`config.mk`:
```
export PLATFORM = sky130hd
export DESIGN_NAME = tcw_ctrl_flat
export DESIGN_NICKNAME = d
export VERILOG_FILES = /design/src/rtl/tcw_pkg.sv /design/src/rtl/tcw_if.sv /design/src/rtl/tcw_ctrl.sv /design/src/flat_wrapper.sv
export SDC_FILE = /design/constraint.sdc
export NUM_CORES = 1
export LEC_CHECK = 0
export BUFFER_PORTS_ARGS = -buffer_cell sky130_fd_sc_hd__buf_2
export CORE_ASPECT_RATIO = 1.4
export CORE_UTILIZATION = 55
export CTS_CLUSTER_DIAMETER = 40
export DETAILED_ROUTE_END_ITERATION = 7
export MAX_ROUTING_LAYER = met4
export PLACE_DENSITY_LB_ADDON = 0.15
export SLEW_MARGIN = 20
export SYNTH_ARGS = -nofsm -noshare
export SYNTH_HDL_FRONTEND = slang
export SYNTH_SLANG_ARGS = --single-unit
```
`constraint.sdc`:
```
create_clock -name clock -period 7.65 [get_ports clock]
set_input_delay 1.53 -clock clock [delete_from_list [all_inputs] [get_ports clock]]
set_output_delay 1.53 -clock clock [all_outputs]
set_load 0.005 [all_outputs]
```
`src/rtl/tcw_pkg.sv`:
```
// shared constants and types for the text console writer
package tcw_pkg;

   // default geometry
   localparam int DEF_NUM_COLUMNS = 80;
   localparam int DEF_NUM_ROWS    = 25;

   // beat field widths
   localparam int OPCODE_W = 2;
   localparam int CHAR_W   = 8;
   localparam int ROW_W    = 5;
   localparam int COL_W    = 7;
   localparam int ATTR_W   = 8;
   localparam int CELL_W   = CHAR_W + ATTR_W;

   // attribute after reset, light grey on black
   localparam logic [ATTR_W-1:0] ATTR_RESET = 8'h07;

   // control characters
   localparam logic [CHAR_W-1:0] CH_NEWLINE = 8'd10;
   localparam logic [CHAR_W-1:0] CH_RETURN  = 8'd13;

   // operation codes
   localparam logic [OPCODE_W-1:0] OP_PUT   = 2'd0;
   localparam logic [OPCODE_W-1:0] OP_CLEAR = 2'd1;
   localparam logic [OPCODE_W-1:0] OP_READ  = 2'd2;

   // one result beat
   typedef struct packed {
      logic [ROW_W-1:0]  cursor_row;
      logic [COL_W-1:0]  cursor_col;
      logic [CHAR_W-1:0] cell_char;
      logic [ATTR_W-1:0] cell_attr;
      logic              scrolled;
   } rsp_type;

endpackage

```
`src/rtl/tcw_if.sv`:
```
// request and response channel interfaces
interface tcw_req_if;
   import tcw_pkg::*;
   logic                valid;
   logic                ready;
   logic [OPCODE_W-1:0] opcode;
   logic [CHAR_W-1:0]   char_code;
   logic [ROW_W-1:0]    read_row;
   logic [COL_W-1:0]    read_col;

   modport source (output valid, output opcode, output char_code, output read_row,
                   output read_col, input ready);
   modport sink (input valid, input opcode, input char_code, input read_row,
                 input read_col, output ready);
endinterface

interface tcw_rsp_if;
   import tcw_pkg::*;
   logic              valid;
   logic              ready;
   logic [ROW_W-1:0]  cursor_row;
   logic [COL_W-1:0]  cursor_col;
   logic [CHAR_W-1:0] cell_char;
   logic [ATTR_W-1:0] cell_attr;
   logic              scrolled;

   modport source (output valid, output cursor_row, output cursor_col, output cell_char,
                   output cell_attr, output scrolled, input ready);
   modport sink (input valid, input cursor_row, input cursor_col, input cell_char,
                 input cell_attr, input scrolled, output ready);
endinterface

```
`src/rtl/tcw_ctrl.sv`:
```
// cursor, row mapping and sequencing of screen memory accesses
module tcw_ctrl #(
   parameter int NUM_COLUMNS = tcw_pkg::DEF_NUM_COLUMNS,
   parameter int NUM_ROWS    = tcw_pkg::DEF_NUM_ROWS,
   parameter int AW          = $clog2(NUM_COLUMNS * NUM_ROWS)
) (
   input  logic                       clock,
   input  logic                       reset,
   tcw_req_if.sink                    req,
   tcw_rsp_if.source                  rsp,
   input  logic [tcw_pkg::ATTR_W-1:0] attr,
   output logic                       mem_we,
   output logic [AW-1:0]              mem_waddr,
   output logic [tcw_pkg::CELL_W-1:0] mem_wdata,
   output logic                       mem_re,
   output logic [AW-1:0]              mem_raddr,
   input  logic [tcw_pkg::CELL_W-1:0] mem_rdata
);
   import tcw_pkg::*;

   localparam int CW = $clog2(NUM_COLUMNS);
   localparam int RW = $clog2(NUM_ROWS);

   localparam logic [2:0] ST_IDLE   = 3'd0;
   localparam logic [2:0] ST_EXEC   = 3'd1;
   localparam logic [2:0] ST_ZERO   = 3'd2;
   localparam logic [2:0] ST_RDWAIT = 3'd3;
   localparam logic [2:0] ST_FIN    = 3'd4;

   logic [2:0]          state_ff, state_in;
   logic [OPCODE_W-1:0] op_ff, op_in;
   logic [CHAR_W-1:0]   ch_ff, ch_in;
   logic [ROW_W-1:0]    rr_ff, rr_in;
   logic [COL_W-1:0]    rc_ff, rc_in;
   logic [RW-1:0]       row_ff, row_in;
   logic [CW-1:0]       col_ff, col_in;
   logic [RW-1:0]       top_ff, top_in;
   logic [NUM_ROWS-1:0] valid_ff, valid_in;
   logic [CW-1:0]       swp_ff, swp_in;
   logic                rd_ok_ff, rd_ok_in;
   rsp_type             res_ff, res_in;
   rsp_type             rsp_ff, rsp_in;
   logic                rsp_valid_ff, rsp_valid_in;

   logic [RW-1:0] phys_cur;
   logic [RW-1:0] phys_rd;
   logic [RW-1:0] top_inc;
   logic          rd_in_range;
   logic          slot_free;
   logic          last_col;
   logic          last_row;
   logic          fin;
   rsp_type       res_new;

   // logical row plus top offset, modulo the row count
   function automatic logic [RW-1:0] wrap_row(input logic [RW-1:0] a, input logic [RW-1:0] b);
      logic [RW:0] sum;
      sum = (RW+1)'(a) + (RW+1)'(b);
      if (sum >= (RW+1)'(NUM_ROWS)) begin
         sum = sum - (RW+1)'(NUM_ROWS);
      end
      return sum[RW-1:0];
   endfunction

   // row mapping and cursor tests
   always_comb begin
      phys_cur    = wrap_row(row_ff, top_ff);
      phys_rd     = wrap_row(RW'(rr_ff), top_ff);
      top_inc     = (top_ff == RW'(NUM_ROWS - 1)) ? '0 : top_ff + RW'(1);
      rd_in_range = (32'(rr_ff) < NUM_ROWS) && (32'(rc_ff) < NUM_COLUMNS);
      last_col    = (col_ff == CW'(NUM_COLUMNS - 1));
      last_row    = (row_ff == RW'(NUM_ROWS - 1));
      slot_free   = !rsp_valid_ff || rsp.ready;
   end

   // sequencer
   always_comb begin
      state_in     = state_ff;
      op_in        = op_ff;
      ch_in        = ch_ff;
      rr_in        = rr_ff;
      rc_in        = rc_ff;
      row_in       = row_ff;
      col_in       = col_ff;
      top_in       = top_ff;
      valid_in     = valid_ff;
      swp_in       = swp_ff;
      rd_ok_in     = rd_ok_ff;
      res_in       = res_ff;
      rsp_in       = rsp_ff;
      rsp_valid_in = rsp_valid_ff && !rsp.ready;
      mem_we       = 1'b0;
      mem_waddr    = AW'(phys_cur) * AW'(NUM_COLUMNS) + AW'(col_ff);
      mem_wdata    = {attr, ch_ff};
      mem_re       = 1'b0;
      mem_raddr    = AW'(phys_rd) * AW'(NUM_COLUMNS) + AW'(rc_ff);
      fin          = 1'b0;
      res_new      = '0;

      case (state_ff)
         ST_IDLE: begin
            if (req.valid) begin
               op_in    = req.opcode;
               ch_in    = req.char_code;
               rr_in    = req.read_row;
               rc_in    = req.read_col;
               state_in = ST_EXEC;
            end
         end

         ST_EXEC: begin
            case (op_ff)
               OP_PUT: begin
                  if (ch_ff == CH_RETURN) begin
                     col_in = '0;
                     fin    = 1'b1;
                  end else if (ch_ff != CH_NEWLINE && !valid_ff[phys_cur]) begin
                     // row was scrolled in or cleared: zero it before the first write
                     swp_in   = '0;
                     state_in = ST_ZERO;
                  end else begin
                     fin = 1'b1;
                     if (ch_ff != CH_NEWLINE) begin
                        mem_we = 1'b1;
                     end
                     if (ch_ff == CH_NEWLINE || last_col) begin
                        // new line; on the last row, scroll by moving the top row pointer
                        col_in = '0;
                        if (last_row) begin
                           top_in           = top_inc;
                           valid_in[top_ff] = 1'b0;
                           res_new.scrolled = 1'b1;
                        end else begin
                           row_in = row_ff + RW'(1);
                        end
                     end else begin
                        col_in = col_ff + CW'(1);
                     end
                  end
               end
               OP_CLEAR: begin
                  valid_in = '0;
                  row_in   = '0;
                  col_in   = '0;
                  top_in   = '0;
                  fin      = 1'b1;
               end
               OP_READ: begin
                  mem_re   = rd_in_range;
                  rd_ok_in = rd_in_range && valid_ff[phys_rd];
                  state_in = ST_RDWAIT;
               end
               default: begin
                  fin = 1'b1;
               end
            endcase
         end

         ST_ZERO: begin
            mem_we    = 1'b1;
            mem_waddr = AW'(phys_cur) * AW'(NUM_COLUMNS) + AW'(swp_ff);
            mem_wdata = '0;
            if (swp_ff == CW'(NUM_COLUMNS - 1)) begin
               valid_in[phys_cur] = 1'b1;
               state_in           = ST_EXEC;
            end else begin
               swp_in = swp_ff + CW'(1);
            end
         end

         ST_RDWAIT: begin
            if (rd_ok_ff) begin
               res_new.cell_char = mem_rdata[CHAR_W-1:0];
               res_new.cell_attr = mem_rdata[CELL_W-1:CHAR_W];
            end
            fin = 1'b1;
         end

         ST_FIN: begin
            if (slot_free) begin
               rsp_in       = res_ff;
               rsp_valid_in = 1'b1;
               state_in     = ST_IDLE;
            end
         end

         default: begin
            state_in = ST_IDLE;
         end
      endcase

      // hand the result beat to the output register, or hold it
      if (fin) begin
         res_new.cursor_row = ROW_W'(row_in);
         res_new.cursor_col = COL_W'(col_in);
         if (slot_free) begin
            rsp_in       = res_new;
            rsp_valid_in = 1'b1;
            state_in     = ST_IDLE;
         end else begin
            res_in   = res_new;
            state_in = ST_FIN;
         end
      end
   end

   // control state
   always_ff @(posedge clock) begin
      if (reset) begin
         state_ff     <= ST_IDLE;
         row_ff       <= '0;
         col_ff       <= '0;
         top_ff       <= '0;
         valid_ff     <= '0;
         rsp_valid_ff <= 1'b0;
      end else begin
         state_ff     <= state_in;
         row_ff       <= row_in;
         col_ff       <= col_in;
         top_ff       <= top_in;
         valid_ff     <= valid_in;
         rsp_valid_ff <= rsp_valid_in;
      end
   end

   // payload registers
   always_ff @(posedge clock) begin
      op_ff    <= op_in;
      ch_ff    <= ch_in;
      rr_ff    <= rr_in;
      rc_ff    <= rc_in;
      swp_ff   <= swp_in;
      rd_ok_ff <= rd_ok_in;
      res_ff   <= res_in;
      rsp_ff   <= rsp_in;
   end

   // no beat is taken while reset is held
   assign req.ready      = (state_ff == ST_IDLE) && !reset;
   assign rsp.valid      = rsp_valid_ff;
   assign rsp.cursor_row = rsp_ff.cursor_row;
   assign rsp.cursor_col = rsp_ff.cursor_col;
   assign rsp.cell_char  = rsp_ff.cell_char;
   assign rsp.cell_attr  = rsp_ff.cell_attr;
   assign rsp.scrolled   = rsp_ff.scrolled;

endmodule

```
`src/flat_wrapper.sv`:
```
// flat-port wrapper written by rule: the top's interface ports become plain ports
module tcw_ctrl_flat import tcw_pkg::*;
#(
   parameter int NUM_COLUMNS = tcw_pkg::DEF_NUM_COLUMNS,
   parameter int NUM_ROWS    = tcw_pkg::DEF_NUM_ROWS,
   parameter int AW          = $clog2(NUM_COLUMNS * NUM_ROWS)
)
  (clock, reset, attr, mem_we, mem_waddr, mem_wdata, mem_re, mem_raddr, mem_rdata, req_valid, req_opcode, req_char_code, req_read_row, req_read_col, req_ready, rsp_valid, rsp_cursor_row, rsp_cursor_col, rsp_cell_char, rsp_cell_attr, rsp_scrolled, rsp_ready);
  tcw_req_if req_i ();
  tcw_rsp_if rsp_i ();
  input  logic clock;
  input  logic reset;
  input  logic [tcw_pkg::ATTR_W-1:0] attr;
  output logic mem_we;
  output logic [AW-1:0] mem_waddr;
  output logic [tcw_pkg::CELL_W-1:0] mem_wdata;
  output logic mem_re;
  output logic [AW-1:0] mem_raddr;
  input  logic [tcw_pkg::CELL_W-1:0] mem_rdata;
  input wire logic [$bits(req_i.valid)-1:0] req_valid;
  input wire logic [$bits(req_i.opcode)-1:0] req_opcode;
  input wire logic [$bits(req_i.char_code)-1:0] req_char_code;
  input wire logic [$bits(req_i.read_row)-1:0] req_read_row;
  input wire logic [$bits(req_i.read_col)-1:0] req_read_col;
  output wire logic [$bits(req_i.ready)-1:0] req_ready;
  output wire logic [$bits(rsp_i.valid)-1:0] rsp_valid;
  output wire logic [$bits(rsp_i.cursor_row)-1:0] rsp_cursor_row;
  output wire logic [$bits(rsp_i.cursor_col)-1:0] rsp_cursor_col;
  output wire logic [$bits(rsp_i.cell_char)-1:0] rsp_cell_char;
  output wire logic [$bits(rsp_i.cell_attr)-1:0] rsp_cell_attr;
  output wire logic [$bits(rsp_i.scrolled)-1:0] rsp_scrolled;
  input wire logic [$bits(rsp_i.ready)-1:0] rsp_ready;
  assign req_i.valid = req_valid;
  assign req_i.opcode = req_opcode;
  assign req_i.char_code = req_char_code;
  assign req_i.read_row = req_read_row;
  assign req_i.read_col = req_read_col;
  assign req_ready = req_i.ready;
  assign rsp_valid = rsp_i.valid;
  assign rsp_cursor_row = rsp_i.cursor_row;
  assign rsp_cursor_col = rsp_i.cursor_col;
  assign rsp_cell_char = rsp_i.cell_char;
  assign rsp_cell_attr = rsp_i.cell_attr;
  assign rsp_scrolled = rsp_i.scrolled;
  assign rsp_i.ready = rsp_ready;
  tcw_ctrl #(.NUM_COLUMNS(NUM_COLUMNS), .NUM_ROWS(NUM_ROWS), .AW(AW)) u_core (.clock(clock), .reset(reset), .req(req_i), .rsp(rsp_i), .attr(attr), .mem_we(mem_we), .mem_waddr(mem_waddr), .mem_wdata(mem_wdata), .mem_re(mem_re), .mem_raddr(mem_raddr), .mem_rdata(mem_rdata));
endmodule
```
==> tab_implementation.tex <==
\begin{tabular}{lr}
\hline
Metric & Value \\
\hline
\multicolumn{2}{l}{\textbf{Run status}} \\
\quad Status & finished, final reports clean \\
\multicolumn{2}{l}{\textbf{Floorplan}} \\
\quad DIE AREA & between 15000 and 20000 sq um \\
\quad Die H & approximately 150 microns \\
\quad Boundary Pins & 121 \\
\quad Core box area & around 15000 sq um \\
\quad Number of core rows & 52 \\
\quad Initial core utilization & a little under three fifths \\
\quad Width of the die & approximately 110 microns \\
\multicolumn{2}{l}{\textbf{Critical path}} \\
\quad Required time at the worst-slack endpoint & just over 6 ns \\
\quad Worst-path maximum fanout & 8 \\
\quad Category of the worst setup path launch point & flop \\
\quad Arrival time of data at the critical path endpoint & $\sim$5.4 ns \\
\quad Critical path endpoint category & output port \\
\quad Crit Path Class & reg -> out \\
\multicolumn{2}{l}{\textbf{Routing}} \\
\quad DRC marker count from the first detailed-route iteration & 519 \\
\quad Via-per-instance ratio & between 5 and 6 \\
\quad Per-cell routed wire length & between 15 and 20 microns \\
\quad Number of optimization iterations in the first detailed-route pass & 5 \\
\quad Total detailed-routing wirelength & roughly 22000 microns \\
\quad DRC viols & 0 \\
\quad Vias after detailed routing & slightly above 7000 \\
\quad Number of nets with antenna violations after detailed routing & 0 \\
\multicolumn{2}{l}{\textbf{Clocking}} \\
\quad Hold Buf Count CTS & 0 \\
\quad CTS H-Tree Depth & 4 \\
\quad Clock tree buffer depth & 2 \\
\quad \# resized after CTS & 0 \\
\quad Postcts setup bufs & 0 \\
\quad Clock tree root driver cell & sky130\_fd\_sc\_hd\_\_clkbuf\_16 \\
\quad Clock edge transition at the registers on the reported setup and hold paths & 0.06 ns \\
\quad Clock tree from TritonCTS & done \\
\quad Later-pin clock latency in the skew report & 0.42 ns \\
\quad Total CTS buffers & 17 \\
\quad Number of sinks driven by the clock tree & approximately 130 \\
\multicolumn{2}{l}{\textbf{Final layout}} \\
\quad Final instance area & approximately 9700 sq um \\
\quad Share of the core filled with cells & roughly two thirds \\
\quad Antenna diode count & 0 \\
\quad Nets@finish & $\sim$1100 \\
\quad Leading cell type in the layout, fill and taps excluded & sky130\_fd\_sc\_hd\_\_buf\_2 \\
\quad Fraction of layout instances using a drive strength above 1 & around a fifth \\
\quad Growth of design area from synthesis to finish & 15.8\% \\
\quad Most used cells in the layout excluding fill and tap cells & 120 x sky130\_fd\_sc\_hd\_\_buf\_2, 99 x sky130\_fd\_sc\_hd\_\_nor2\_1, 91 x sky130\_fd\_sc\_hd\_\_a21oi\_1, 83 x sky130\_fd\_sc\_hd\_\_nand2\_1, 75 x sky130\_fd\_sc\_hd\_\_dfxtp\_1 \\
\multicolumn{2}{l}{\textbf{Global route}} \\
\quad Number of antenna violations at the first check in global routing & 0 \\
\quad Grt met2 use & between 40\% and 50\% \\
\quad Vias in the first global route & 7015 \\
\quad Aggregate global routing overflow & 0 \\
\quad Layer carrying the most global-route usage & met2 \\
\quad Overall global routing resource usage & between 20\% and 30\% \\
\quad Largest net degree at the start of global routing & 45 \\
\quad Routing usage on met1 & 32.5\% \\
\quad Wire length of the first global-routing pass & around 34000 microns \\
\quad Met3 track demand over resource in global routing & 3.70\% \\
\multicolumn{2}{l}{\textbf{Yosys}} \\
\quad Top cells by area, synth & sky130\_fd\_sc\_hd\_\_edfxtp\_1 21\%, sky130\_fd\_sc\_hd\_\_dfxtp\_1 18\%, sky130\_fd\_sc\_hd\_\_ha\_1 5.8\% \\
\quad Area fraction of the dominant cell type after synthesis & about a fifth \\
\quad Main flop type after synthesis & sky130\_fd\_sc\_hd\_\_dfxtp\_1 \\
\quad Number of register bits inferred by synthesis & roughly 130 \\
\quad Number of nets in the synthesized netlist & around 1000 \\
\quad Post-synth top area cell & sky130\_fd\_sc\_hd\_\_edfxtp\_1 \\
\quad Average instance area after synthesis & between 9 and 10 sq um \\
\quad Number of enable flip-flop cells after synthesis & 59 \\
\quad Synth Warn \# & 0 \\
\quad Synth async-reset ratio & 0\% \\
\quad Area of the mapped netlist & 8360 sq um \\
\quad Post-synth cell types & 82 \\
\quad Synthesized instance count & $\sim$920 \\
\quad Sequential fraction of the synthesis area & 39.2\% \\
\multicolumn{2}{l}{\textbf{Pwr}} \\
\quad Ratio of total power to cell area & between 200 and 250 nW/um\^{}2 \\
\quad Worst ir drop on vdd & roughly 0.13 mV \\
\quad Static leakage & about 4.3 nW \\
\multicolumn{2}{l}{\textbf{Placed design}} \\
\quad Gpl congestion & just under 0.9 \\
\quad Cell area reported after detailed placement & a little over 9000 sq um \\
\quad Post-place setup slack & between 1 and 1.5 ns \\
\quad Detailed placer's ending HPWL & 15500 microns \\
\quad Count of input and output buffers & 120 \\
\multicolumn{2}{l}{\textbf{Timing}} \\
\quad Count of endpoints failing setup in the final report & 0 \\
\quad Fin crit period & around 7 ns \\
\quad Share of the clock period used by the worst path & 91.0\% \\
\quad Final Max Slew Viols & 0 \\
\quad Layout Skew & 0.0147 ns \\
\quad Total negative slack & 0 ns \\
\quad Final setup slack of the worst path & roughly 0.69 ns \\
\quad Relative max-transition margin & 37.1\% \\
\quad Setup repair after global routing missed its margin & false \\
\quad Hold violation total from the final report & 0 \\
\quad Slew at the pin closest to its max-slew limit & 0.942 ns \\
\quad Highest clock frequency the design can meet & 144 MHz \\
\multicolumn{2}{l}{\textbf{Min path}} \\
\quad Hold crit path type & reg -> reg \\
\multicolumn{2}{l}{\textbf{Run}} \\
\quad Number of max-cap violations & 0 \\
\hline
\end{tabular}
[Yosys cell counts (all sizes together) (7+ instances only)]
| cell | count |
|---|---|
| a2111oi | 25 |
| a21o | 10 |
| a21oi | 91 |
| a31oi | 16 |
| and2 | 40 |
| and3 | 7 |
| buf | 11 |
| clkbuf | 35 |
| dfxtp | 75 |
| edfxtp | 59 |
| ha | 39 |
| inv | 60 |
| mux2 | 10 |
| mux2i | 32 |
| nand2 | 83 |
| nand2b | 8 |
| nand3 | 17 |
| nor2 | 101 |
| nor2b | 9 |
| nor3 | 25 |
| nor3b | 7 |
| nor4 | 8 |
| o211ai | 7 |
| o21ai | 25 |
| xnor2 | 28 |
[sequential cells by signal, summed over array words and instances, names as in the netlist, 7 cells and up]
name	count
u_core.ch_ff	8
u_core.col_ff	7
u_core.rc_ff	7
u_core.res_ff	29
u_core.rsp.cell_attr	8
u_core.rsp.cell_char	8
u_core.rsp.cursor_col	7
u_core.swp_ff	7
u_core.valid_ff	25
[power by group]
part	leakage, nW	internal [mW]	switching (mW)
clock	0.283	0.461	0.336
sequential	1.20	0.807	0.0334
combinational	2.78	0.146	0.161
[kinds of logic after synthesis]
| group | after synthesis | share of synthesized area (%) |
|---|---|---|
| DFF | 134 | 39.2 |
| adders and majority gates | 45 | 7.28 |
| xor gates and xnor gates | 34 | 3.97 |
| muxes | 47 | 6.53 |
| and+or+nand+nor | 325 | 18.9 |
| buffers and inverters | 106 | 5.09 |
| AOI/OAI and AO/OA | 231 | 19.1 |
[worst max-delay path: stages, from the launching register on]
cell and delay [ns]:
sky130_fd_sc_hd__dfxtp_1 0.49, sky130_fd_sc_hd__ha_1 0.26, sky130_fd_sc_hd__inv_1 0.07, sky130_fd_sc_hd__fa_1 0.61, sky130_fd_sc_hd__ha_1 0.33, sky130_fd_sc_hd__nand2_1 0.16
sky130_fd_sc_hd__or2_1 0.29, sky130_fd_sc_hd__a311oi_1 0.52, sky130_fd_sc_hd__a21oi_1 0.22, sky130_fd_sc_hd__inv_1 0.10, sky130_fd_sc_hd__ha_1 0.22, sky130_fd_sc_hd__ha_1 0.22
sky130_fd_sc_hd__fa_1 0.38, sky130_fd_sc_hd__xnor2_1 0.16, sky130_fd_sc_hd__or3b_2 0.48, sky130_fd_sc_hd__xnor2_1 0.15, sky130_fd_sc_hd__xnor2_1 0.20, sky130_fd_sc_hd__buf_2 0.15
[per-stage QoR]
step / power, mW / hold WS (ns) / instances
detailed placement: 1.16 / 0.502 / 1198
finish: 1.94 / 0.514 / 1230
floorplan: 1.04 / 0.479 / 922
global route: 2.02 / 0.536 / 1230
CTS: 1.96 / 0.510 / 1230
global placement: 1.15 / 0.489 / 1198
[final timing paths]
path / slack (ns) / startpoint / depth (start not counted) / to
setup / recovery: 0.69 / u_core.top_ff[0] / 17 / mem_waddr[10]
hold / removal: 0.51 / u_core.valid_ff[5] / 2 / u_core.valid_ff[5]
setup reg to reg: 2.00 / u_core.top_ff[0] / 17 / u_core.res_ff[14]
hold reg to reg: 0.51 / u_core.valid_ff[5] / 2 / u_core.valid_ff[5]
[layout make-up]
cell class              count  area [sq um]
inverters                  60           225
fillers                  1281          4960
flip-flops and latches    134          3270
repair buffers            133           698
clock inverters            13           123
clock buffers              19           443
well taps                 189           236
multi-input cells         682          4680
[layer usage]
metal	vias to the layer above	part of all wire, %	wire [microns]
met5	-	0	0
met4	0	3.4	732
met3	56	4.8	1030
met2	273	51	11000
met1	3359	41	8720
li1	3548	-	-
(Power assumes the default switching activity.)
